## config.mk

```make
export PLATFORM = sky130hd
export DESIGN_NAME = tad_cordic_cell
export DESIGN_NICKNAME = d
export VERILOG_FILES = /design/src/rtl/tad_pkg.sv /design/src/rtl/tad_cordic_cell.sv
export SDC_FILE = /design/constraint.sdc
export NUM_CORES = 1
export LEC_CHECK = 0
export BUFFER_PORTS_ARGS = -buffer_cell sky130_fd_sc_hd__buf_4
export CORE_MARGIN = 1
export CORE_UTILIZATION = 40
export CTS_CLUSTER_DIAMETER = 120
export DETAILED_ROUTE_END_ITERATION = 8
export GPL_ROUTABILITY_DRIVEN = 0
export HOLD_SLACK_MARGIN = 0.05
export PLACE_DENSITY_LB_ADDON = 0.2
export SYNTH_ARGS = -nofsm -noshare
export SYNTH_HDL_FRONTEND = slang
export SYNTH_SLANG_ARGS = --single-unit
```

## constraint.sdc

```tcl
create_clock -name i_clk -period 3.2 [get_ports i_clk]
set_clock_uncertainty 0.15 [all_clocks]
set_input_delay 0.64 -clock i_clk [delete_from_list [all_inputs] [get_ports i_clk]]
set_output_delay 0.64 -clock i_clk [all_outputs]
set_load 0.03 [all_outputs]
```

## src/rtl/tad_pkg.sv

```systemverilog
// ============================================================================
// tad_pkg
// Shared widths, constants, the CORDIC cell data type and the arctangent
// table of the tilt angle threshold detector.
// ============================================================================
package tad_pkg;

    // Default values of the top-level parameters.
    localparam int ANGLE_FRAC_BITS_DEF = 6;
    localparam int CORDIC_STEPS_DEF    = 16;

    // Fixed field widths.
    localparam int AXIS_W  = 16;
    localparam int THR_W   = 8;
    localparam int ANGLE_W = 14;

    // Internal arithmetic widths.
    localparam int PROD_W   = 2 * AXIS_W;   // one squared axis
    localparam int SQ_W     = 48;           // (x^2 + y^2) scaled by 2^16
    localparam int ROOT_W   = SQ_W / 2;     // integer square root
    localparam int CORDIC_W = 28;           // CORDIC x and y, signed
    localparam int ACC_W    = 30;           // angle accumulator, signed

    // Angle table carries 20 fraction bits of a degree.
    localparam int TABLE_FRAC = 20;
    localparam int TABLE_LEN  = 24;

    localparam logic signed [ACC_W-1:0] ACC_90  = ACC_W'(90)  <<< TABLE_FRAC;
    localparam logic signed [ACC_W-1:0] ACC_180 = ACC_W'(180) <<< TABLE_FRAC;

    // Configuration register map.
    localparam int          CFG_ADDR_W    = 3;
    localparam logic [0:0]  REG_THRESHOLD = 1'b0;
    localparam logic [THR_W-1:0] THR_RESET = 8'd180;

    // Data handed from one CORDIC cell to the next.
    typedef struct packed {
        logic                       vld;
        logic signed [CORDIC_W-1:0] cx;
        logic signed [CORDIC_W-1:0] cy;
        logic signed [ACC_W-1:0]    acc;
    } t_cordic;

    // atan(2^-idx) in degrees, scaled by 2^20 and rounded.
    function automatic logic signed [ACC_W-1:0] atan_deg(input int unsigned idx);
        logic signed [ACC_W-1:0] v;
        case (idx)
            0:  v = 30'sd47185920;
            1:  v = 30'sd27855475;
            2:  v = 30'sd14718068;
            3:  v = 30'sd7471121;
            4:  v = 30'sd3750058;
            5:  v = 30'sd1876857;
            6:  v = 30'sd938658;
            7:  v = 30'sd469357;
            8:  v = 30'sd234682;
            9:  v = 30'sd117342;
            10: v = 30'sd58671;
            11: v = 30'sd29335;
            12: v = 30'sd14668;
            13: v = 30'sd7334;
            14: v = 30'sd3667;
            15: v = 30'sd1833;
            16: v = 30'sd917;
            17: v = 30'sd458;
            18: v = 30'sd229;
            19: v = 30'sd115;
            20: v = 30'sd57;
            21: v = 30'sd29;
            22: v = 30'sd14;
            23: v = 30'sd7;
            default: v = '0;
        endcase
        return v;
    endfunction

endpackage

```

## src/rtl/tad_cordic_cell.sv

```systemverilog
// ============================================================================
// tad_cordic_cell
// One vectoring step of the CORDIC chain, registered; the step index is fixed
// per cell, so the shifts and the arctangent constant are wiring.
// ============================================================================
module tad_cordic_cell
    import tad_pkg::*;
#(
    parameter int STEP = 0
) (
    input  logic    i_clk,
    input  logic    i_rst_n,
    input  t_cordic i_cell,
    output t_cordic o_cell
);

    localparam logic signed [ACC_W-1:0] ATAN = atan_deg(STEP);

    logic signed [CORDIC_W-1:0] w_cx;
    logic signed [CORDIC_W-1:0] w_cy;
    logic signed [CORDIC_W-1:0] w_dx;
    logic signed [CORDIC_W-1:0] w_dy;
    logic signed [CORDIC_W-1:0] n_cx;
    logic signed [CORDIC_W-1:0] n_cy;
    logic signed [ACC_W-1:0]    n_acc;
    logic                       r_vld;
    logic signed [CORDIC_W-1:0] r_cx;
    logic signed [CORDIC_W-1:0] r_cy;
    logic signed [ACC_W-1:0]    r_acc;

    assign w_cx = i_cell.cx;
    assign w_cy = i_cell.cy;
    assign w_dx = w_cy >>> STEP;
    assign w_dy = w_cx >>> STEP;

    // Rotate toward the x axis; a vector already on the axis stays put.
    always_comb begin
        n_cx  = w_cx;
        n_cy  = w_cy;
        n_acc = i_cell.acc;
        if (w_cy > 0) begin
            n_cx  = w_cx + w_dx;
            n_cy  = w_cy - w_dy;
            n_acc = i_cell.acc + ATAN;
        end else if (w_cy < 0) begin
            n_cx  = w_cx - w_dx;
            n_cy  = w_cy + w_dy;
            n_acc = i_cell.acc - ATAN;
        end
    end

    always_ff @(posedge i_clk) begin
        if (!i_rst_n) begin
            r_vld <= 1'b0;
        end else begin
            r_vld <= i_cell.vld;
        end
    end

    always_ff @(posedge i_clk) begin
        r_cx  <= n_cx;
        r_cy  <= n_cy;
        r_acc <= n_acc;
    end

    assign o_cell = '{vld: r_vld, cx: r_cx, cy: r_cy, acc: r_acc};

endmodule

```

---- Word level (Yosys, flattened, before mapping) ----
Index checks and enable logic that the tools add are counted.
word-level totals
  flip-flop bits (word level) ............. 87
  bits of input ports ..................... 89
  output and inout bits ................... 87
operators by class
  add/subtract/negate cells ............... 5
  order comparisons ....................... 2
  mux-type cells .......................... 6
operators by type and width
  cell                      count
  $mux W28                  4
  $mux W30                  2
  $sub A28 B28 Y28          2
  $add A30 B27 Y30 const B  1
  $sub A30 B27 Y30 const B  1
  $add A28 B28 Y28          1
  $gt A28 B1 Y1 const B     1
  $lt A28 B1 Y1 const B     1

---- Depth between registers and ports, before layout ----
Gate-level depths: netlist (run 1).
  depth after elaboration ................. 3
  depth in mapped cells ................... 13
  depth with buffers taken out ............ 12

---- Worst setup path before layout (run 1) ----
OpenSTA, ideal clock, no wires.
  path kind ............................... input -> register
  from .................................... in i_cell[58] (netlist bit)
  to ...................................... reg r_cx[26]
  data arrival time ....................... 2.827 ns
  data required time ...................... 2.928 ns
  setup slack ............................. 0.102 ns
  stages .................................. 12
  buffers on the path ..................... 0
  cells stage by stage .................... inv_1 ha_1 fa_1 nand2b_1 a2111o_1 nand3_1 a21o_1 a41oi_1 nand4b_1 a311oi_1 o21bai_1 a221o_1
on the way
  word-level cells in the longest chain between the ends .. 3
  elaborated cells on any way between the ends .. 4
  classes of those cells .................. 2 x add/sub; 2 x mux
ends and longest elaborated chain
  element               RTL line               text
  start, declared       tad_cordic_cell.sv:13  input t_cordic i_cell,
  $sub A28 B28 Y28      tad_cordic_cell.sv:46  n_cx = w_cx - w_dx;
  $mux W28              tad_cordic_cell.sv:45  end else if (w_cy < 0) begin
  $mux W28 *            tad_cordic_cell.sv:41  if (w_cy > 0) begin
  via n_cx[26]          tad_cordic_cell.sv:23  logic signed [CORDIC_W-1:0] n_cx;
  end signal, assigned  tad_cordic_cell.sv:61  r_cx <= n_cx;
  end, declared         tad_cordic_cell.sv:27  logic signed [CORDIC_W-1:0] r_cx;
The timed path passes the listed nets; every way through them passes the cells marked *.
A chain may end at the register's enable or synchronous reset.

---- Final worst setup path (run 1) ----
  from .................................... in i_cell[30] (netlist bit)
  to ...................................... reg r_cx[26]
on the way
  word-level cells in the longest chain between the ends .. 3
  elaborated cells on any way between the ends .. 6
  classes of those cells .................. 2 x add/sub; 2 x order compare; 2 x mux
ends and longest elaborated chain
  element                                            RTL line
  $sub A28 B28 Y28 or $lt A28 B1 Y1 (tied branches)  tad_cordic_cell.sv:46, tad_cordic_cell.sv:45
  $mux W28                                           tad_cordic_cell.sv:45
  $mux W28 *                                         tad_cordic_cell.sv:41
  via n_cx[26]                                       tad_cordic_cell.sv:23
Marked as above.

==> results of run 1 <==
worst max-delay path: cells and delay by family:
| family | cells | cell delay (ns) |
|---|---|---|
| AOI/OAI and AO/OA | 6 | 1.34 |
| adders and majority gates | 2 | 0.61 |
| and+or+nand+nor | 3 | 0.47 |
| buffers and inverters | 1 | 0.12 |
per-layer routing:
metal | track usage, % | up-vias | routed length (µm)
met5 | 0 | - | 0
met4 | 12.5 | 0 | 983
met3 | 4.59 | 63 | 2210
met2 | 46.0 | 438 | 12600
met1 | 37.1 | 3993 | 11800
li1 | - | 4078 | -
logic make-up after synthesis:
| kind of cell | count (synthesis) | share of synthesized area (%) |
|---|---|---|
| buffers and inverters | 140 | 7.64 |
| AND/OR/NAND/NOR | 267 | 16.5 |
| multiplexers | 2 | 0.284 |
| flip-flops | 87 | 23.3 |
| adder cells (fa/ha/maj) | 86 | 14.7 |
| XOR/XNOR | 67 | 7.84 |
| AO/OA/AOI/OAI | 321 | 29.8 |
area by class of cell:
type	count	area, µm²	share of cell area (%)
clock buffer	9	225	2.12
clock inverter	7	70.1	0.658
inverter	92	345	3.24
multi-input combinational	743	5190	48.8
sequential	87	1740	16.4
tap	229	287	2.69
timing repair buffer	368	2790	26.2
worst max-delay path by stage:
stage	start	endpoint
after floorplan	i_cell[58]	r_cx[26]$_DFF_P_
after global placement	i_cell[30]	r_cy[24]$_DFF_P_
after detailed placement	i_cell[30]	r_cy[24]$_DFF_P_
after CTS	i_cell[30]	r_cy[24]$_DFF_P_
after global routing	i_cell[31]	r_cy[23]$_DFF_P_
final	i_cell[30]	r_cx[26]$_DFF_P_
flip-flops by register name, summed over array words and instances (netlist names):
| signal | flops |
|---|---|
| r_acc | 30 |
| r_cx | 28 |
| r_cy | 28 |
| r_vld | 1 |
cells in the final DEF (no fill, tap or decap), types with 4 or more instances in the layout:
cell	n
o21ai_1	18
nor3_1	18
nor2_1	84
or3_1	7
ha_1	83
a221oi_1	4
inv_2	7
nor2b_1	12
inv_8	4
and2_1	4
clkbuf_16	9
inv_1	84
a22oi_1	4
o21ai_0	50
xor2_1	6
nand4_1	5
o221ai_1	15
a21o_1	19
nor4_1	9
o21bai_1	18
nand2b_1	13
a221o_1	5
dfxtp_1	87
and3_1	4
a21oi_1	91
buf_4	366
o22ai_1	8
nand2_1	83
nand3_1	16
a311oi_1	6
a211oi_1	8
xnor2_1	61
a211o_1	5
a31oi_1	8
report_power, final:
part | switching [mW] | total (mW) | internal, mW
clock network | 0.539 | 1.09 | 0.554
registers | 0.0504 | 1.31 | 1.26
logic | 1.31 | 2.30 | 0.992
==> reports/metrics.cfg, run 1 <==
[final_layout]
num-nets-final = 1476
stdcell_count = 1535
layout-drive-gt1-share_pct = 32.4
area_delta_synth_final_pct = 42.2
utilization_pct = 58.7
diodes = 0
final_area_um2 = 10600
fillCellCount = 1728

[yosys]
netlist_top_cells_count = a21oi_1, dfxtp_1, nor2_1
yosys.area.top_type = dfxtp_1
async_flop_share_pct = 0
synth_edf_count = 0
synth_ff_type = dfxtp_1
synth.avg_cell_area_um2 = 7.72
synth_cell_types = 80
yosysMostFrequentCell = a21oi_1
synth-seq-cells = 87
netlist_instances = 970
ys_seq_area_share_pct = 23.3
yosysWarnings = 0
synthesis.area_um2 = 7490
synth_nets = 1145
synth.top_cell.area_share_pct = 23.3
synthTopCellsByArea = dfxtp_1, ha_1, xnor2_1

[worst_setup_path]
cpMaxStageDelayCell = fa_1
end_kind = register
critPathMaxStageDelay_ns = 0.39
arrival_ns = 3.19
cp.required_ns = 3.30
cp_max_fo = 4
path_cells = buf_4 -> ha_1 -> fa_1 -> nand2b_1 -> a2111o_1 -> nand3_1 -> a21o_1 -> a41oi_1 -> nand4b_1 -> a311oi_1 -> o21bai_1 -> a221o_1
setup.worst_path.class = in -> reg
start_kind = input port

[grt]
track_usage_pct = 28.4
grt_pass1_wl_um = 43200
grt_antenna_before_repair = 0
grt_max_degree = 31
gr-total-overflow = 0
grt_pass1_vias = 8166

[die]
std_cell_rows = 49
initial_core_util_pct = 41.3
ios = 176
die_w_um = 139
coreArea_um2 = 18100
die-area_um2 = 19300
fp.dieH_um = 139

[place]
dp_slack_ns = -0.245
port_buffers = 175
placed_area_um2 = 10300
hpwlAfterDp_um = 22200
place_inst = 1519

[flow_run]
maxCapViolations = 0

[run_status]
violations = design-rule violations
outcome = finished with violations

[clocking]
cts_resized = 0
clock-root-buffer = clkbuf_16
path_clk_slew_ns = 0.08
cts_tree = built
cts_max_level = 3
clkSinkCount = 87
cts_made_buffers = 9
hold_buffers = 0
post-cts-setup-buffers = 0
clk_path_buf_depth = 2

[timing]
rsz0062_at_grt = no
drv_slew = 0
whs_ns = 0.223
period_minus_slack_ns = 3.09
relSlewSlack_pct = 44.0
finalSetupViolCount = 0
worst_slew_pin_slew_ns = 0.837
finalHoldViolCount = 0
fin_ws_ns = 0.110
max_freq_ghz = 0.324
fin_crit_sh_pct = 96.6
tns_ns = 0

[detailed_routing]
wl_per_cell_um = 18.0
drc = 11
drt_iter0_drc = 894
wl_um = 27600
avgViaCountPerCell = 5.58
ant_nets = 0
via_count = 8572
first_pass_iters = 7

[hold_path]
min_path_cells = 1
hp-class = in -> reg
min_from = i_cell[5]
min_to = r_acc[5]$_DFF_P_

[power_and_ir_drop]
ir_worst_vdd_v = 0.000233
powerDensity_nw_per_um2 = 441
cellLeakagePower_nw = 5.16
power_mw = 4.70

Note: power is estimated with default switching activity, not from simulation.
==> inputs of run 2 (changes only) <==
Settings changed: PLACE_DENSITY_LB_ADDON 0.2 to default.
Clock period 3.2 ns to 3.6 ns, I/O delays scaled along.
==> run 2 against run 1 <==
Against the previous run: the run still ends with design-rule violations left; critical path depth rose by 1; hold slack improved by 0.082 ns; sequential cell count did not move; power fell by 15%; sequential share of layout area rose by 1.6 points; first-iteration DRC count fell by 7.2%; clock power fell by 9.9%; critical endpoint unchanged.
==> reports/metrics.cfg, run 2 (same netlist as run 1, synthesis figures left out) <==
[run_status]
outcome = finished with violations
violations = design-rule violations

[final_layout]
num-nets-final = 1356
largest_reg_flops = 30
final_cell_mix = buf_4, a21oi_1, dfxtp_1, inv_1, nor2_1
area_delta_synth_final_pct = 29.8
regMostFlops = r_acc
multi_input_area_um2 = 5180
reg.largest.list = r_acc x30, r_cx x28, r_cy x28
layout-drive-gt1-share_pct = 25.3
fillCellCount = 1806
diodes = 0
layout_commonest_cell = buf_4
register_area_um2 = 1740
stdcell_count = 1415

[timing]
drv_slew = 0
finalHoldViolCount = 0
finalSetupViolCount = 0
max_freq_ghz = 0.301
relSlewSlack_pct = 55.3
fin_crit_sh_pct = 92.2
rsz0062_at_grt = no
worst_slew_pin_slew_ns = 0.662
fin_ws_ns = 0.279
period_minus_slack_ns = 3.32

[clocking]
cts_tree = built
clk_path_buf_depth = 2
hold_buffers = 0
cts_made_buffers = 9
clkSinkCount = 87
cts_resized = 0
path_clk_slew_ns = 0.08
post-cts-setup-buffers = 0
clock-root-buffer = clkbuf_16
cts_max_level = 3

[worst_setup_path]
worst-path-buf-inv = 2
critPathMaxStageDelay_ns = 0.39
start_kind = input port
cpMaxStageDelayCell = fa_1
path_cells = buf_4 -> ha_1 -> inv_1 -> fa_1 -> o21bai_1 -> a221oi_4 -> o21a_4 -> o22ai_2 -> a311oi_2 -> nor2_1 -> a31o_1 -> a211oi_1 -> a221o_1
cp.required_ns = 3.70
setup.worst_path.class = in -> reg
crit_cells = 13
arrival_ns = 3.42
end_kind = register
cp_max_fo = 4
critPathLaunch = i_cell[30]
crit_family = compound AO/OA/AOI/OAI gates

[detailed_routing]
drc = 13
via_count = 7902
wl_per_cell_um = 18.6
first_pass_iters = 8
ant_nets = 0
wl_um = 26300
drt_iter0_drc = 830
avgViaCountPerCell = 5.58

[hold_path]
min_path_cells = 1
hp-class = in -> reg
min_from = i_cell[1]

[place]
place_inst = 1399
hpwlAfterDp_um = 20700
port_buffers = 175
dp_slack_ns = -0.00745

[die]
coreArea_um2 = 18100
fp.dieH_um = 139
initial_core_util_pct = 41.3
ios = 176
die-area_um2 = 19300
die_w_um = 139
std_cell_rows = 49

[grt]
grt_antenna_before_repair = 0
grt_pass1_wl_um = 40900
grt_pass1_vias = 7520
gr-total-overflow = 0
grt_max_degree = 53
track_usage_pct = 26.9

[power_and_ir_drop]
powerDensity_nw_per_um2 = 412
ir_worst_vdd_v = 0.000244
power_mw = 4.01
cellLeakagePower_nw = 4.58

[flow_run]
maxCapViolations = 0

-- run 2: path summary, 6_finish.rpt --
check / end / slack (ns)
max: r_cx[26]$_DFF_P_ / 0.28
min: r_acc[1]$_DFF_P_ / 0.31
-- run 2: through the flow --
step	setup TNS, ns	util [%]	hold WS, ns	instance area, µm²
6_report	0	53.6	0.305	9720
5_1_grt	0	53.6	0.296	9720
4_1_cts	0	53.6	0.298	9720
3_5_place_dp	-0.00745	51.9	0.675	9430
3_3_place_gp	0	51.9	0.675	9430
2_1_floorplan	0	-	0.598	7490
-- run 2: area by class of cell --
type | count | share of cell area (%)
sequential | 87 | 17.9
multi-input combinational | 743 | 53.3
timing repair buffer | 248 | 19.3
clock buffer | 9 | 2.32
inverter | 92 | 3.55
clock inverter | 7 | 0.721
tap | 229 | 2.95
-- run 2: per-layer routing --
layer,wire (µm),up-vias,global-route usage [%]
met3,1680,46,4.25
met1,11700,3696,35.0
li1,-,3835,-
met4,783,0,11.2
met5,0,-,0
met2,12100,325,44.3
-- run 2: where the power goes --
part           switching [mW]  leakage, nW  internal [mW]
combinational            1.12         3.70          0.751
sequential             0.0422        0.734           1.12
clock                   0.488        0.144          0.494
total                    1.65         4.58           2.36
==> inputs of run 3 (changes only) <==
--- a/config.mk
+++ b/config.mk
@@ -14,2 +14,3 @@
 export HOLD_SLACK_MARGIN = 0.05
+export RECOVER_POWER = 25
 export SYNTH_ARGS = -nofsm -noshare
==> constraint.sdc (replaced) <==
create_clock -name i_clk -period 3.6 [get_ports i_clk]
set_clock_uncertainty 0.15 [all_clocks]
set_input_delay 0.36 -clock i_clk [delete_from_list [all_inputs] [get_ports i_clk]]
set_output_delay 0.36 -clock i_clk [all_outputs]
set_load 0.03 [all_outputs]
==> run 3 against run 2 <==
Against the previous run: the flow still finishes with violations (design-rule violations); die area did not move; critical path depth is 1 lower; sequential power barely moved; critical path type unchanged.
==> reports/metrics.cfg, run 3 (same netlist as run 1, synthesis figures left out) <==
[clocking]
post-cts-setup-buffers = 0
cts_made_buffers = 9
cts_tree = built
clock-root-buffer = clkbuf_16
cts_max_level = 3
clkSinkCount = 87
path_clk_slew_ns = 0.07
cts_resized = 0
clk_path_buf_depth = 2

[detailed_routing]
wl_um = 26800
first_pass_iters = 7
m1WireLength_um = 11700
wl_per_cell_um = 19.3
wl_met2_um = 12500
top_layer_used = met4
via_count = 7946
drc = 9
avgViaCountPerCell = 5.71
drt_iter0_drc = 841
ant_nets = 0
met3WireLength_um = 1910

[timing]
finalHoldViolCount = 0
fin_crit_sh_pct = 85.1
tns_ns = 0
finalSetupViolCount = 0
period_minus_slack_ns = 3.06
relSlewSlack_pct = 54.3
drv_slew = 0
max_freq_ghz = 0.327
fin_ws_ns = 0.537
rsz0062_at_grt = no
worst_slew_pin_slew_ns = 0.679

[final_layout]
num-nets-final = 1333
largest_reg_flops = 30
layout-drive-gt1-share_pct = 19.9
area_delta_synth_final_pct = 27.4
layout_commonest_cell = buf_4
register_area_um2 = 1740
final_area_um2 = 9540
multi_input_area_um2 = 5180
diodes = 0
fillCellCount = 1805
regMostFlops = r_acc
final_cell_mix = buf_4, a21oi_1, dfxtp_1, inv_1, nor2_1
reg.largest.list = r_acc x30, r_cx x28, r_cy x28

[die]
coreArea_um2 = 18100
fp.dieH_um = 139
initial_core_util_pct = 41.3
die-area_um2 = 19300
std_cell_rows = 49
die_w_um = 139
ios = 176

[grt]
track_usage_pct = 27.5
grt_pass1_wl_um = 41600
grt_antenna_before_repair = 0
grt_max_degree = 53
gr-total-overflow = 0
grt_pass1_vias = 7436

[place]
port_buffers = 175
dp_slack_ns = 0.218
hpwlAfterDp_um = 20500
placed_area_um2 = 9090

[run_status]
violations = design-rule violations
outcome = finished with violations

[power_and_ir_drop]
ir_worst_vdd_v = 0.000235
power_mw = 3.93
powerDensity_nw_per_um2 = 412
combPwrFrac_pct = 45.4
p_sw_mw = 1.65
sw_frac_of_total_pct = 41.9
cellLeakagePower_nw = 4.37
sequentialPowerShare_pct = 29.6
internal_power_mw = 2.28
p_clk_share_pct = 25.1

[hold_path]
min_path_cells = 2
hp-class = in -> reg

[worst_setup_path]
start_kind = input port
cpMaxStageDelayCell = a31oi_1
path_cells = buf_4 -> ha_1 -> fa_1 -> nand2b_1 -> a2111o_1 -> nand3_1 -> a31oi_1 -> a31oi_1 -> a311oi_1 -> mux2_1 -> nand2_1 -> a21o_1
arrival_ns = 3.23
setup.worst_path.class = in -> reg
cpMostUsedCell = a31oi_1
cp.required_ns = 3.76
end_kind = register
critPathMaxStageDelay_ns = 0.48
cp_max_fo = 4

[flow_run]
maxCapViolations = 0

## run 3: cell types whose count changed in the layout (fill, tap and decap cells not counted)
cell	before	now
buf_12	1	2
buf_4	247	157
clkbuf_1	0	22
clkbuf_4	0	21
clkinv_4	0	1
dlygate4sd3_1	0	23
inv_6	2	0
inv_8	4	5
## run 3: per-layer routing
metal	up-vias	track usage (%)
li1	3787	-
met2	375	45.3
met1	3730	36.7
met3	54	4.11
met4	0	9.18
met5	-	0
## run 3: critical path, delay by kind of cell
| kind | cells | cell delay (ns) |
|---|---|---|
| AO/OA/AOI/OAI | 5 | 1.34 |
| adder cells (fa/ha/maj) | 2 | 0.63 |
| AND/OR/NAND/NOR | 3 | 0.42 |
| buffers and inverters | 1 | 0.12 |
| multiplexers | 1 | 0.34 |
## run 3: area by class of cell
| class | instances | area share (%) |
|---|---|---|
| Clock buffer | 9 | 2.36 |
| Clock inverter | 7 | 0.761 |
| Inverter | 92 | 3.62 |
| Multi-Input combinational cell | 743 | 54.3 |
| Sequential cell | 87 | 18.3 |
| Tap cell | 229 | 3.00 |
| Timing Repair Buffer | 225 | 17.7 |
## run 3: path summary, 6_finish.rpt
path,from,end
max,i_cell[30],r_cx[24]$_DFF_P_
min,i_rst_n,r_vld$_SDFF_PN0_
## run 3: stage by stage
step | instances | hold WS (ns) | util (%)
2_1_floorplan | 970 | 0.238 | -
3_3_place_gp | 1353 | 0.314 | 50.1
3_5_place_dp | 1353 | 0.315 | 50.1
4_1_cts | 1392 | 0.0526 | 53.0
5_1_grt | 1392 | 0.0566 | 52.6
6_report | 1392 | 0.0554 | 52.6
## run 3: power groups by stage
| stage | registers (mW) | logic (mW) | clock network, mW |
|---|---|---|---|
| 4_1_cts | 1.16 | 1.80 | 1.00 |
| 3_3_place_gp | 1.18 | 1.77 | 0 |
| 6_report | 1.16 | 1.78 | 0.985 |
| 5_1_grt | 1.18 | 1.90 | 1.04 |
| 3_5_place_dp | 1.18 | 1.77 | 0 |
| 2_1_floorplan | 1.49 | 0.843 | 0 |
## run 3: what timing repair did
action / 4_1_cts / 5_1_grt
endpoints found under the setup margin: 0 / 0
hold buffers: 23 / 0
endpoints found under the hold margin: 23 / 0
