<file path="src/rtl/tad_pkg.sv">
// ============================================================================
// tad_pkg
// Shared widths, constants, the CORDIC cell data type and the arctangent
// table of the tilt angle threshold detector.
// ============================================================================
package tad_pkg;

    // Default values of the top-level parameters.
    localparam int ANGLE_FRAC_BITS_DEF = 6;
    localparam int CORDIC_STEPS_DEF    = 16;

    // Fixed field widths.
    localparam int AXIS_W  = 16;
    localparam int THR_W   = 8;
    localparam int ANGLE_W = 14;

    // Internal arithmetic widths.
    localparam int PROD_W   = 2 * AXIS_W;   // one squared axis
    localparam int SQ_W     = 48;           // (x^2 + y^2) scaled by 2^16
    localparam int ROOT_W   = SQ_W / 2;     // integer square root
    localparam int CORDIC_W = 28;           // CORDIC x and y, signed
    localparam int ACC_W    = 30;           // angle accumulator, signed

    // Angle table carries 20 fraction bits of a degree.
    localparam int TABLE_FRAC = 20;
    localparam int TABLE_LEN  = 24;

    localparam logic signed [ACC_W-1:0] ACC_90  = ACC_W'(90)  <<< TABLE_FRAC;
    localparam logic signed [ACC_W-1:0] ACC_180 = ACC_W'(180) <<< TABLE_FRAC;

    // Configuration register map.
    localparam int          CFG_ADDR_W    = 3;
    localparam logic [0:0]  REG_THRESHOLD = 1'b0;
    localparam logic [THR_W-1:0] THR_RESET = 8'd180;

    // Data handed from one CORDIC cell to the next.
    typedef struct packed {
        logic                       vld;
        logic signed [CORDIC_W-1:0] cx;
        logic signed [CORDIC_W-1:0] cy;
        logic signed [ACC_W-1:0]    acc;
    } t_cordic;

    // atan(2^-idx) in degrees, scaled by 2^20 and rounded.
    function automatic logic signed [ACC_W-1:0] atan_deg(input int unsigned idx);
        logic signed [ACC_W-1:0] v;
        case (idx)
            0:  v = 30'sd47185920;
            1:  v = 30'sd27855475;
            2:  v = 30'sd14718068;
            3:  v = 30'sd7471121;
            4:  v = 30'sd3750058;
            5:  v = 30'sd1876857;
            6:  v = 30'sd938658;
            7:  v = 30'sd469357;
            8:  v = 30'sd234682;
            9:  v = 30'sd117342;
            10: v = 30'sd58671;
            11: v = 30'sd29335;
            12: v = 30'sd14668;
            13: v = 30'sd7334;
            14: v = 30'sd3667;
            15: v = 30'sd1833;
            16: v = 30'sd917;
            17: v = 30'sd458;
            18: v = 30'sd229;
            19: v = 30'sd115;
            20: v = 30'sd57;
            21: v = 30'sd29;
            22: v = 30'sd14;
            23: v = 30'sd7;
            default: v = '0;
        endcase
        return v;
    endfunction

endpackage

</file>
<file path="src/rtl/tad_isqrt.sv">
// ============================================================================
// tad_isqrt
// Iterative integer square root, one result bit per cycle, floor rounding.
// ============================================================================
module tad_isqrt
    import tad_pkg::*;
(
    input  logic              i_clk,
    input  logic              i_rst_n,
    input  logic              i_start,
    input  logic [SQ_W-1:0]   i_value,
    output logic              o_done,
    output logic [ROOT_W-1:0] o_root
);

    localparam logic [SQ_W-1:0] BIT_START = SQ_W'(1) << (SQ_W - 2);

    logic            r_busy;
    logic            r_done;
    logic [SQ_W-1:0] r_rem;
    logic [SQ_W-1:0] r_root;
    logic [SQ_W-1:0] r_bit;
    logic [SQ_W-1:0] w_trial;
    logic            w_ge;

    // Trial subtraction for the current bit.
    assign w_trial = r_root + r_bit;
    assign w_ge    = (r_rem >= w_trial);

    // Control: busy over all bit pairs, done pulses after the last one.
    always_ff @(posedge i_clk) begin
        if (!i_rst_n) begin
            r_busy <= 1'b0;
            r_done <= 1'b0;
        end else begin
            r_done <= 1'b0;
            if (i_start) begin
                r_busy <= 1'b1;
            end else if (r_busy && r_bit[0]) begin
                r_busy <= 1'b0;
                r_done <= 1'b1;
            end
        end
    end

    // Datapath: remainder, partial root and the current bit.
    always_ff @(posedge i_clk) begin
        if (i_start) begin
            r_rem  <= i_value;
            r_root <= '0;
            r_bit  <= BIT_START;
        end else if (r_busy) begin
            if (w_ge) begin
                r_rem  <= r_rem - w_trial;
                r_root <= (r_root >> 1) + r_bit;
            end else begin
                r_root <= r_root >> 1;
            end
            r_bit <= r_bit >> 2;
        end
    end

    assign o_done = r_done;
    assign o_root = r_root[ROOT_W-1:0];

endmodule

</file>
<file path="config.mk">
export PLATFORM = sky130hd
export DESIGN_NAME = tad_isqrt
export DESIGN_NICKNAME = d
export VERILOG_FILES = /design/src/rtl/tad_pkg.sv /design/src/rtl/tad_isqrt.sv
export SDC_FILE = /design/constraint.sdc
export NUM_CORES = 1
export LEC_CHECK = 0
export BUFFER_PORTS_ARGS = -buffer_cell sky130_fd_sc_hd__buf_2
export CAP_MARGIN = 30
export CORE_ASPECT_RATIO = 0.8
export CORE_MARGIN = 2
export CORE_UTILIZATION = 55
export CTS_CLUSTER_DIAMETER = 120
export DETAILED_ROUTE_END_ITERATION = 16
export PLACE_DENSITY = 0.83
export RECOVER_POWER = 50
export SYNTH_ARGS = -nofsm -noshare
export SYNTH_HDL_FRONTEND = slang
export SYNTH_SLANG_ARGS = --single-unit
</file>
<file path="constraint.sdc">
create_clock -name i_clk -period 25.1 [get_ports i_clk]
set_input_delay 2.51 -clock i_clk [delete_from_list [all_inputs] [get_ports i_clk]]
set_output_delay 2.51 -clock i_clk [all_outputs]
set_load 0.05 [all_outputs]
</file>
* Yosys cells after proc, flatten, opt, wreduce, memory -nomap -nowiden
Cells that the tools add are included.
** Word-level totals
- Register bits :: 122
- Latch bits :: 0
- Memory bits (writable) :: 0
- Bits in read-only memories :: 0
- Input bits :: 51
- Output and inout port bits :: 25
- Memories kept :: 0
** Cells by class
- Add/sub/neg operators :: 3
- Multipliers :: 0
- Div/mod/pow operators :: 0
- Order comparisons :: 1
- Equal/unequal tests :: 0
- Shift operators :: 0
- Multiplexer cells :: 7
- Bitwise operators :: 1
- Reductions and logical operators :: 6
** Operator list (number)
- $mux W48 :: 4
- $add A47 B47 Y48 :: 1
- $add A48 B47 Y48 :: 1
- $ge A48 B48 Y1 :: 1
- $sub A48 B48 Y48 :: 1
- $reduce_bool A2 Y1 :: 3
- $mux W1 :: 3
- $reduce_and A2 Y1 :: 1
- $reduce_or A2 Y1 :: 1
- $logic_and A1 B1 Y1 :: 1
- $not A1 Y1 :: 1

* Depth between registers and ports, before layout
Gate-level depths: netlist (run 1).
- Depth in word-level cells :: 5
- Depth in mapped cells :: 23
- Depth with buffers taken out :: 21

* Worst setup path before layout (run 1)
Ideal clock, no wire load.
- Path kind :: reg2reg
- Start :: reg r_root[2]
- End :: reg r_rem[0], enable pin
- Setup time :: 0.520 ns
- Data arrival time :: 7.703 ns
- Data required time :: 24.580 ns
- Path slack :: 16.877 ns
- Cell stages (with the launch flop) :: 22
- Buffers on the path :: 3
- Path through :: dfxtp_1 ha_1 a311oi_1 o41ai_1 a211o_1 a31o_2 a21bo_2 a21oi_1 nand2b_1 a21oi_1 xor2_1 ha_1 clkbuf_1 nand4_1 nor4_1 nand4_1 o2111ai_1 and4_4 nor2_4 buf_6 buf_2 o21ai_0
** On the way
- Word-level cells in the longest chain between the ends :: 4
** RTL lines
- from (decl) :: RTL line tad_isqrt.sv:21 : logic [SQ_W-1:0] r_root;
- from (signal assigned) :: RTL line tad_isqrt.sv:55 : r_root <= (r_root >> 1) + r_bit;
- from (signal assigned) :: RTL line tad_isqrt.sv:57 : r_root <= r_root >> 1;
- $add A48 B47 Y48 :: RTL line tad_isqrt.sv:27 : assign w_trial = r_root + r_bit;
- $ge A48 B48 Y1 :: RTL line tad_isqrt.sv:28 : assign w_ge = (r_rem >= w_trial);
- $reduce_bool A2 Y1 (no line)
- $reduce_and A2 Y1 (no line)
- to (signal assigned) :: RTL line tad_isqrt.sv:49 : r_rem <= i_value;
- to (signal assigned) :: RTL line tad_isqrt.sv:54 : r_rem <= r_rem - w_trial;
- to (decl) :: RTL line tad_isqrt.sv:20 : logic [SQ_W-1:0] r_rem;
No other way between the ends.
A chain may end at the register's enable or synchronous reset.

==> results of run 1 <==
==> cell type report <==
type,count,area [um^2]
Tap cell,264,330
Clock inverter,15,126
Sequential cell,122,2930
Clock buffer,17,425
Inverter,32,120
Timing Repair Buffer,80,377
Fill cell,1756,7920
Multi-Input combinational cell,1119,7510
==> power breakdown <==
part           switching (mW)  internal (mW)  total [mW]  leakage (nW)
Combinational           0.339          0.208       0.548          3.29
Sequential             0.0351          0.259       0.294          1.09
Clock                   0.109          0.130       0.238         0.275
Total                   0.483          0.597        1.08          4.65
==> cells in the final DEF (no fill, tap or decap), drive strengths merged, types with 15 or more instances in the layout <==
master | Yosys | routed
clkbuf | 47 | 44
or3 | 15 | 15
dfxtp | 74 | 74
xnor2 | 46 | 46
a31oi | 42 | 42
a211oi | 24 | 24
buf | 44 | 53
xor2 | 57 | 57
a311oi | 17 | 17
nand2 | 145 | 145
nand3 | 17 | 17
and3 | 16 | 16
edfxtp | 48 | 48
nand4 | 23 | 23
o21ai | 135 | 135
inv | 31 | 42
nor2 | 129 | 129
mux2i | 36 | 36
a21oi | 88 | 88
ha | 98 | 98
o31ai | 21 | 21
a21o | 40 | 40
==> critical path: cells and delay by family <==
kind / cells / cell delay (ns)
buffers and inverters: 2 / 4.62
and+or+nand+nor: 1 / 0.76
AOI/OAI and AO/OA: 2 / 0.52
==> final timing paths <==
check,startpoint,to,slack [ns],cells after the start
worst min register to register,r_root[42],r_root[42],0.53,2
worst max register to register,r_bit[0],r_rem[15],18.25,21
worst min-delay path,r_root[42],r_root[42],0.53,2
worst max-delay path,i_start,r_root[40],16.98,5
==> metrics by stage <==
step           cell area (um^2)  cells  setup slack [ns]
2_1_floorplan             11000   1364             16.88
3_3_place_gp              11300   1617             18.70
3_5_place_dp              11300   1617             18.66
4_1_cts                   11900   1649             18.64
5_1_grt                   11800   1649             16.33
6_report                  11800   1649             16.98
==> flip-flops by register name, summed over array words and instances, names as in the netlist <==
name and count:
r_busy 1, r_root 48, o_done 1, r_rem 48, r_bit 24
==> cell families (layout without fill, tap and decap cells) <==
family | after synthesis | after routing | synth area share [%]
compound gates | 471 | 471 | 28.2
xor+xnor | 103 | 103 | 8.18
fa+ha+maj | 99 | 99 | 11.3
buf+inv | 123 | 144 | 5.41
flops | 122 | 122 | 26.5
mux | 41 | 41 | 3.78
simple gates | 405 | 405 | 16.7
==> routing by layer <==
metal / routed length, um / track usage (%) / up-vias
met5: 0 / 0 / -
met1: 14500 / 42.7 / 4927
met3: 3040 / 7.54 / 66
met2: 13100 / 44.0 / 527
li1: - / - / 5087
met4: 622 / 9.99 / 0
==> results.txt, run 1 <==
After clock tree synthesis, the repair step resized 0 gates. Entering global routing, the biggest net connects 87 pins. The number of top-level pins is 76. The final reports fail on max-capacitance violations, max-slew violations.

The logs give 31300 um for the overall routed net length and 0.0197 mm^2 for the core area. Yosys synthesis warning count: 0. The completed layout was analyzed and its total power is 1.08 mW. The run gives 0 as the count of final hold-check violations. Summing every instance area after synthesis gives 0.0110 mm^2.

The tools report the sum of net half-perimeters after detailed placement as 22300 um. The run gives 1514 as the net count after synthesis. Global routing used 29.8% of the available tracks across all layers.

The number of synthesized flops with an enable pin was 48; the average instance area after synthesis was 8.09 um^2. After synthesis, the most frequently instantiated cells are sky130_fd_sc_hd__nand2_1, sky130_fd_sc_hd__nor2_1, sky130_fd_sc_hd__o21ai_0. The clock input transition at the sequential cells of the worst setup and hold paths is 0.06 ns, and the maximum VDD drop is 53.0 uV.

Total die area: 0.0212 mm^2. The initial antenna violation count came out at 0. The endpoint arrival time on the critical path is 8.43 ns. Final hold analysis gives a worst-case slack of 0.533 ns. Buffers inserted during clock tree synthesis total 17. The synthesized instance count was 1364. Start-to-end type of the worst setup path: in -> reg. The die extent in x is 162 um, and the cts-stage hold buffer count is 0.

Setup violations remaining at the end of the flow were counted as 0. The first routing iteration left 1277 violations. Of all nets on the critical path, the largest fanout is 86.

The number of slew-limit violations in the final report is 157. The number of buffers inserted by port buffering was 75. In this run the static leakage power is 4.65 nW. Power spread over the standard cell area amounts to 91.4 mW/mm^2.

The initial utilization of the core area, before any placement, comes to 55.9%. The floorplan step set the die height to 131 um. Count of H-tree levels built during CTS: 4. Setup repair after global routing left no endpoint under its margin. The share of Yosys cell area claimed by the top area cell type is 13.4%, and the global-route wire length before repair is 50300 um. The remaining design rule violation count came out at 0. The flow ran to the end, but the final reports show violations. The total negative setup slack came out at 0 ns.

The tools report the nature of the critical path endpoint as a flip-flop. The tool flagged a number of max-cap violations equal to 2. Kind of start point of the critical path: an input port. For the worst setup path, the data required time is 25.41 ns. The tools report the buffer depth of the longest clock path as 2. The number of distinct standard cells referenced by the synthesized netlist is 84, and the share of post-route cells with drive strength above 1 is 8.81%. The smallest clock period supported by the final layout is computed as 8.12 ns. The share of flip-flops with an asynchronous set or reset was 0%. The synthesized design contains 122 register bits.

The buffer cell driving the clock tree root is sky130_fd_sc_hd__clkbuf_16. In the routed layout, each cell is associated on average with a via count of 6.43. By area the synthesized netlist is led by sky130_fd_sc_hd__dfxtp_1, sky130_fd_sc_hd__edfxtp_1, sky130_fd_sc_hd__ha_1. The clock latency at the later pin of the worst-skew pair came out at 0.44 ns.

The top cell type by total area after synthesis is sky130_fd_sc_hd__dfxtp_1. The number of antenna-violating nets in the routed design was 0. The most frequent cell after synthesis is sky130_fd_sc_hd__nand2_1. Delay of the slowest critical-path stage: 2.35 ns. TritonCTS built the clock tree. The final setup skew is 0.00887 ns, and the transition time at the pin with the least slew margin is 3.28 ns.

The area overhead of the layout relative to synthesis is 7.12%. In the final routed layout, each cell accounts on average for 19.0 um. The via count of the first global-routing pass is 9738, and the final weighted congestion in routability-driven placement is 0.943. The sequential share of the synthesized area was 26.5%; the layout net count was 1522.

Path class of the lowest-slack min-delay path: reg -> reg. Headroom to the max-slew limit came out at -119%. The logs give 0 for the overflow left after global routing and 59.9% for the fraction of the core area covered by cells at the end of the flow. The logs give 0 for the count of antenna diodes in the layout and 122 for the number of sinks on the clock net.

The fmax came out at 0.123 GHz. Walking the worst path, the cells encountered are clkbuf_1 -> clkbuf_1 -> nor2_1 -> a32oi_1 -> o21ai_0. The site row count came out at 46.

The cell with the most instances on the worst path was sky130_fd_sc_hd__clkbuf_1. The worst path uses 32.4% of the clock period. The slowest stage of the critical path belongs to the cell sky130_fd_sc_hd__clkbuf_1.

In this run the post-CTS setup repair buffer count came out at 0. Summing over every cut layer, the via total after detailed routing is 10.6k. Leading register cell type out of synthesis: sky130_fd_sc_hd__dfxtp_1. Number of search-and-repair iterations in the first detailed-routing pass: 7.
No activity file was read; power rests on OpenSTA's default activity.
==> inputs of run 2 (changes only) <==
--- a/config.mk
+++ b/config.mk
@@ -12,7 +12,7 @@
 export CORE_UTILIZATION = 55
 export CTS_CLUSTER_DIAMETER = 120
 export DETAILED_ROUTE_END_ITERATION = 16
-export PLACE_DENSITY = 0.83
+export PLACE_DENSITY = 0.85
 export RECOVER_POWER = 50
 export SYNTH_ARGS = -nofsm -noshare
 export SYNTH_HDL_FRONTEND = slang
==> constraint.sdc (replaced) <==
create_clock -name i_clk -period 6.8 [get_ports i_clk]
set_input_delay 0.68 -clock i_clk [delete_from_list [all_inputs] [get_ports i_clk]]
set_output_delay 0.68 -clock i_clk [all_outputs]
set_load 0.05 [all_outputs]
==> results.txt, run 2 (synthesized netlist as in run 1, its figures left out) <==
The number of slew-limit violations in the final report is 78. The die covers 0.0212 mm^2. Before antenna repair, the detailed router went through 7 iterations. The largest registers in the layout are r_rem (48), r_root (48), r_bit (24).

The run gives 0.00751 mm^2 as the area taken by multi-input logic gates. The remaining design rule violation count is 0. For this run, the slowest stage of the critical path takes 0.72 ns.

Area overhead of the layout relative to synthesis: 8.14%. The tools report the effective utilization at floorplan as 55.9%. The run finished, with violations left. In the final design database the tool counted 1526 nets. The cell area after placement was 0.0114 mm^2; the transition time at the pin with the least slew margin was 3.31 ns. The worst setup path is captured at a flip-flop. Fmax: 0.156 GHz. Worst hold margin: 0.466 ns. In this run the remaining antenna-violating nets after routing total 0.

The finished layout holds 1653 standard cells, fillers aside. The first global-routing pass estimated 48600 um of wire. Dividing total power by cell area gives a power density of 339 mW/mm^2. The routed length per placed instance is 18.3 um, and the post-detailed-route via-to-cell ratio is 6.45.

The filler cells instantiated in the layout total 1708. For this design the static power due to leakage is 4.70 nW. Clock-pin slew was measured on the worst setup and hold paths at 0.06 ns.

The iteration-0 DRC count of the detailed router was 1271; the count of placed standard cells including taps was 1621. The count of H-tree levels built during CTS is 4. Walking the worst path, the cells encountered are ha_1 -> a311oi_1 -> o311ai_0 -> a2111oi_0 -> nor3_1 -> buf_4 -> a31oi_1 -> o31ai_1 -> a21o_1 -> xnor2_1 -> ha_1 -> a21o_1 -> a21oi_1 -> nor2_1 -> nor2_1 -> o21ai_1 -> a221o_1 -> or2_1 -> buf_4 -> mux2i_1 -> a221oi_1. The tools report the kind of start point of the critical path as a flip-flop. The later pin in the worst-skew pair is clocked with a latency of 0.43 ns. The buffer depth of the longest clock path came out at 2.

Cells fill 60.4% of the core in the end. The count of final hold-check violations is 0, and the internal portion of total power is 2.28 mW. In the global route stage, overall resource usage came out at 28.7%.

The run gives 0 as the initial antenna violation count. The share of post-route cells with drive strength above 1 came out at 9.00%. The worst pin sits at a relative slew slack of -121%.

In this run the worst path has a maximum fanout of 12. After routing the design area is 0.0119 mm^2. The HPWL after detailed placement is 22000 um. For the power share of the combinational group, the log shows 50.4%. Between clock sinks in the finished design, the worst skew comes to 0.0140 ns.

For this design, the sink count on the clock tree is 122. In the layout the commonest cells are sky130_fd_sc_hd__nand2_1, sky130_fd_sc_hd__nor2_1, sky130_fd_sc_hd__o21ai_0, sky130_fd_sc_hd__ha_1, sky130_fd_sc_hd__a21oi_1. Setup repair after global routing left no endpoint under its margin.

Registers take 0.00293 mm^2. The tools report the core area as 0.0197 mm^2. TritonCTS built the clock tree. 76 I/O pins were placed. Buffers inserted during clock tree synthesis total 17.

The tightest min-delay check is of the in -> reg type. The pin count of the biggest net entering global routing was 87. The start-to-end type of the worst setup path was reg -> reg. After layout, the minimum clock period comes to 6.42 ns. The share of power burned in registers was 26.7%; the least setup slack across all paths after layout was 0.380 ns.

Measured along the x axis, the die boundary spans 162 um. At the worst endpoint, the arrival time is 6.55 ns. The site row count is 46. At the worst endpoint, the required time is 6.93 ns. The slowest stage of the critical path is the sky130_fd_sc_hd__a2111oi_0 cell. Via count of the first global-routing pass: 9578. Setup violations remaining at the end of the flow were counted as 0. The root buffer cell chosen for the clock tree is sky130_fd_sc_hd__clkbuf_16. Routability-driven placement finished with a final weighted congestion of 0.952. After global routing the overflow that remains totals 0.

The tools report the total of max-cap violations as 1. The routed design has 30300 um of wire. Total negative setup slack: 0 ns.

The logs give 0.586 ns for the pre-CTS worst setup slack and 0 for the count of antenna diodes in the layout. The die is 131 um tall. The overall power was 4.05 mW.

The number of buffers inserted by port buffering was 75. The checks that failed: max-capacitance violations, max-slew violations. The final period utilization came out at 94.4%. The logs give 1.76 mW for the net switching power and 22.9% for the clock network power share.

The switching part of the total power was 43.6%; the maximum VDD drop was 177 uV. Leaving out fill and tap cells, the most frequent cell in the layout is sky130_fd_sc_hd__nand2_1. For this block, the via count after detailed routing is 10.7k.
==> run 2: layer usage <==
layer / share of wire, % / vias up / wire (um) / global-route usage, %
met3: 9.8 / 62 / 2970 / 6.91
met2: 42 / 529 / 12600 / 42.6
met4: 2.2 / 0 / 681 / 9.01
met1: 46 / 4982 / 14000 / 41.2
met5: 0 / - / 0 / 0
li1: - / 5087 / - / -
==> run 2: layout make-up <==
cell class                 count  area share [%]
timing repair buffer          84            3.79
clock inverter                13            1.09
multi-input combinational   1119            62.9
sequential                   122            24.5
inverter                      32            1.01
clock buffer                  19            3.89
tap                          264            2.77
==> run 2: worst max-delay path: cells and delay by family, from the launching register on <==
| kind | cells | cell delay, ns |
|---|---|---|
| compound gates | 11 | 3.00 |
| simple gates | 4 | 0.88 |
| buf+inv | 2 | 0.47 |
| xor+xnor | 1 | 0.28 |
| flops | 1 | 0.54 |
| fa+ha+maj | 2 | 0.74 |
| mux | 1 | 0.15 |
==> run 2: worst paths after layout <==
path,from,endpoint,slack [ns],cells after the start
max,r_root[28],r_root[26],0.38,21
min,i_rst_n,r_busy,0.47,2
max reg2reg,r_root[28],r_root[26],0.38,21
min reg2reg,r_root[42],r_root[42],0.52,2
==> run 2: what timing repair did <==
item / CTS / global route
endpoints found under the setup margin: 0 / 1
gates resized for setup: 0 / 1
setup buffers: 0 / 0
hold buffers: 0 / 0
==> run 2: power by group through the flow <==
stage	logic [mW]	clock network (mW)	registers [mW]
floorplan	1.61	0	1.03
global placement	1.94	0	1.08
detailed placement	1.99	0	1.09
CTS	2.01	0.928	1.08
global route	2.24	0.964	1.10
finish	2.04	0.926	1.08
==> inputs of run 3 (changes only) <==
--- a/config.mk
+++ b/config.mk
@@ -5,14 +5,14 @@
 export SDC_FILE = /design/constraint.sdc
 export NUM_CORES = 1
 export LEC_CHECK = 0
-export BUFFER_PORTS_ARGS = -buffer_cell sky130_fd_sc_hd__buf_2
 export CAP_MARGIN = 30
 export CORE_ASPECT_RATIO = 0.8
 export CORE_MARGIN = 2
-export CORE_UTILIZATION = 55
+export CORE_UTILIZATION = 30
 export CTS_CLUSTER_DIAMETER = 120
 export DETAILED_ROUTE_END_ITERATION = 16
-export PLACE_DENSITY = 0.85
+export DONT_BUFFER_PORTS = 1
+export PLACE_DENSITY = 0.54
 export RECOVER_POWER = 50
 export SYNTH_ARGS = -nofsm -noshare
 export SYNTH_HDL_FRONTEND = slang
==> results.txt, run 3 (synthesized netlist as in run 1, its figures left out) <==
The post-detailed-route via-to-cell ratio works out to 5.57. For the number of search-and-repair iterations in the first detailed-routing pass, the log shows 5. STA classifies the critical path endpoint as a flip-flop.

Clock latency at the later pin of the worst-skew pair: 0.43 ns. The path class of the tightest hold or removal check is in -> reg. After global routing the overflow that remains totals 0. The setup path with the least slack is of type reg -> reg. The overall power was 4.05 mW. After clock tree synthesis, the clock-pin slew on the worst setup and hold paths is 0.06 ns.

The initial utilization of the core area, before any placement, comes to 30.6%. Routability-driven placement finished with a final weighted congestion of 0.844. After layout, the worst path uses 92.3% of the clock period. The top fanout value on the critical path was 37; the worst slew margin relative to its limit was -2.56%. The setup violation total in the final timing report came out at 0. STA classifies the critical path startpoint as a flip-flop. The flow ran to the end, but the final reports show violations. The routed length per placed instance is 18.6 um, and the net switching power is 1.74 mW.

Entering global routing, the biggest net connects 155 pins. The number of stages on the worst hold path is 1, and the site row count is 62. For the worst setup path, the data arrival time is 6.34 ns.

Cells with a size suffix above 1 make up 5.38% of the layout. Via count of the first global-routing pass: 9453. Launch instance of the worst register-to-register path: r_root[0]. For the required time of the worst setup path, the log shows 6.86 ns.

Combinational logic burns 50.5% of the power. The cts-stage hold buffer count was 0. The most numerous cell type found on the critical path is sky130_fd_sc_hd__ha_1. For this block, the initial DRC count from the detailed router was 911.

Die extent in x: 218 um. From synthesis to final layout, the design area changed by 8.01%. During placement, the flow inserted port buffers numbering 0. For the initial antenna violation count, the log shows 0. With fillers left out, the area of the finished cells amounts to 0.0119 mm^2. In this run the clock root is driven by a sky130_fd_sc_hd__clkbuf_16.

The run gives 25300 um as the sum of net half-perimeters after detailed placement. The signal on the critical path passes through buf_4 -> ha_1 -> ha_1 -> a211oi_1 -> nor4_1 -> clkbuf_1 -> o21ai_0 -> nand2_1 -> a31oi_1 -> nor2_1 -> o21ai_0 -> xor2_1 -> ha_1 -> nand4_1 -> nor4_1 -> nand4_1 -> o2111ai_1 -> and4_4 -> nor2_4 -> o21ai_4 -> buf_4. The count of final hold-check violations is 0.

Commonest non-fill, non-tap cell in the layout: sky130_fd_sc_hd__nand2_1. The number of sinks on the clock net was 122; the minimum setup slack among reg-to-reg paths was 0.52 ns. The total of max-cap violations came out at 1. TritonCTS built the clock tree. The first global-routing pass estimated 53400 um of wire. The total die area was 0.0383 mm^2. Across all setup checks in the final design, the least slack found is 0.524 ns. The cell with the biggest individual delay on the critical path is sky130_fd_sc_hd__ha_1.

The top cell types in the final layout, fill and taps aside, are sky130_fd_sc_hd__nand2_1, sky130_fd_sc_hd__nor2_1, sky130_fd_sc_hd__o21ai_0, sky130_fd_sc_hd__ha_1, sky130_fd_sc_hd__a21oi_1. The height of the chip was 176 um. Global routing used 17.6% of the available tracks across all layers.

On the worst path, the slowest cell contributes a delay of 0.59 ns. For this block, the routed nets add up to 33800 um of wire. In the final layout, the registers with the most flip-flops are r_rem (48), r_root (48), r_bit (24). Setup repair after global routing left no endpoint under its margin. Final cell count without fillers: 1818. The number of gates resized after CTS was 0. The path with the worst hold slack has its endpoint at r_busy. The fraction of the core area covered by cells at the end of the flow is 33.0%, and the number of top-level pins is 76.

The leakage power summed over all cells is 4.50 nW. Counting tap cells, the placed design contains a total of 1786 instances. The share of total power dissipated in sequential elements is 26.1%.

The worst register-to-register path has a depth of 21. For the pre-CTS worst setup slack, the log shows 0.692 ns. The buffer count from post-CTS setup fixing was 0.

For the number of slew-limit violations in the final report, the log shows 39. The total number of vias came out at 10.1k. The placed instances occupy a cell area of 0.0114 mm^2. At the end of the flow, the number of nets in the layout was 1475. The logs give 0 ns for the total negative setup slack and 0.369 ns for the worst hold margin. Clock tree synthesis inserted a total of 17 buffers.

The startpoint identified for the worst hold timing path is i_rst_n. In this run the critical register-to-register path is captured at r_rem[23]. The remaining design rule violation count is 0, and the power density over the cells is 340 mW/mm^2.

The maximum VDD drop was 186 uV. The buffer depth of the longest clock path is 2. For the count of H-tree levels built during CTS, the log shows 4. The checks that failed: max-capacitance violations, max-slew violations. The repair_antennas step left the layout with diodes totalling 0.

The transition time at the pin with the least slew margin came out at 1.54 ns. The core area came out at 0.0361 mm^2. Of the total power, the clock network draws 23.3%. The run gives 0.0103 ns as the final setup skew. The final period demand of the worst path was 6.28 ns; the number of antenna-violating nets in the routed design was 0.

Switching part of the total power: 42.9%. Cell internal power was estimated by the tool at 2.31 mW. For the fmax, the log shows 0.159 GHz.
## run 3: cell types whose count changed in the layout (fill, tap and decap cells not counted), sizes merged
cell and delta:
buf -46, bufinv +1, clkbuf +1, clkinvlp -1
inv -6
## run 3: routing by layer
layer  track usage, %  vias to the layer above  share of wire, %
met5                0                        -                 0
met4             4.25                        0               1.3
met3             3.93                       22               6.2
met2             24.7                      312                40
met1             26.9                     4799                52
li1                 -                     4987                 -
## run 3: power groups by stage
stage | combinational (mW) | sequential, mW | clock [mW]
2_1_floorplan | 1.61 | 1.03 | 0
3_3_place_gp | 2.01 | 1.07 | 0
6_report | 2.05 | 1.06 | 0.945
3_5_place_dp | 2.02 | 1.07 | 0
5_1_grt | 2.28 | 1.07 | 0.988
4_1_cts | 2.04 | 1.06 | 0.958
## run 3: critical path, delay by kind of cell, from the launching register on
| family | cells | cell delay, ns |
|---|---|---|
| buffers and inverters | 3 | 0.85 |
| xor gates and xnor gates | 1 | 0.11 |
| and+or+nand+nor | 8 | 1.90 |
| DFF | 1 | 0.30 |
| adders and majority gates | 3 | 1.07 |
| AOI/OAI and AO/OA | 6 | 1.59 |
## run 3: cell type report
cell class / instances / area, um^2
multi-input combinational: 1119 / 7500
clock inverter: 7 / 88.8
timing repair buffer: 33 / 174
fill: 3773 / 24200
tap: 480 / 601
sequential: 122 / 2920
inverter: 32 / 120
clock buffer: 25 / 507
## run 3: worst max-delay path by stage
stage	slack (ns)	depth (start not counted)	from	to
3_5_place_dp	0.69	21	r_root[28]	r_root[34]
2_1_floorplan	0.80	21	r_root[2]	r_rem[0]
3_3_place_gp	0.76	20	r_root[28]	r_root[34]
5_1_grt	0.11	21	r_root[11]	r_root[38]
6_report	0.52	21	r_root[0]	r_rem[23]
4_1_cts	0.66	21	r_root[28]	r_root[34]
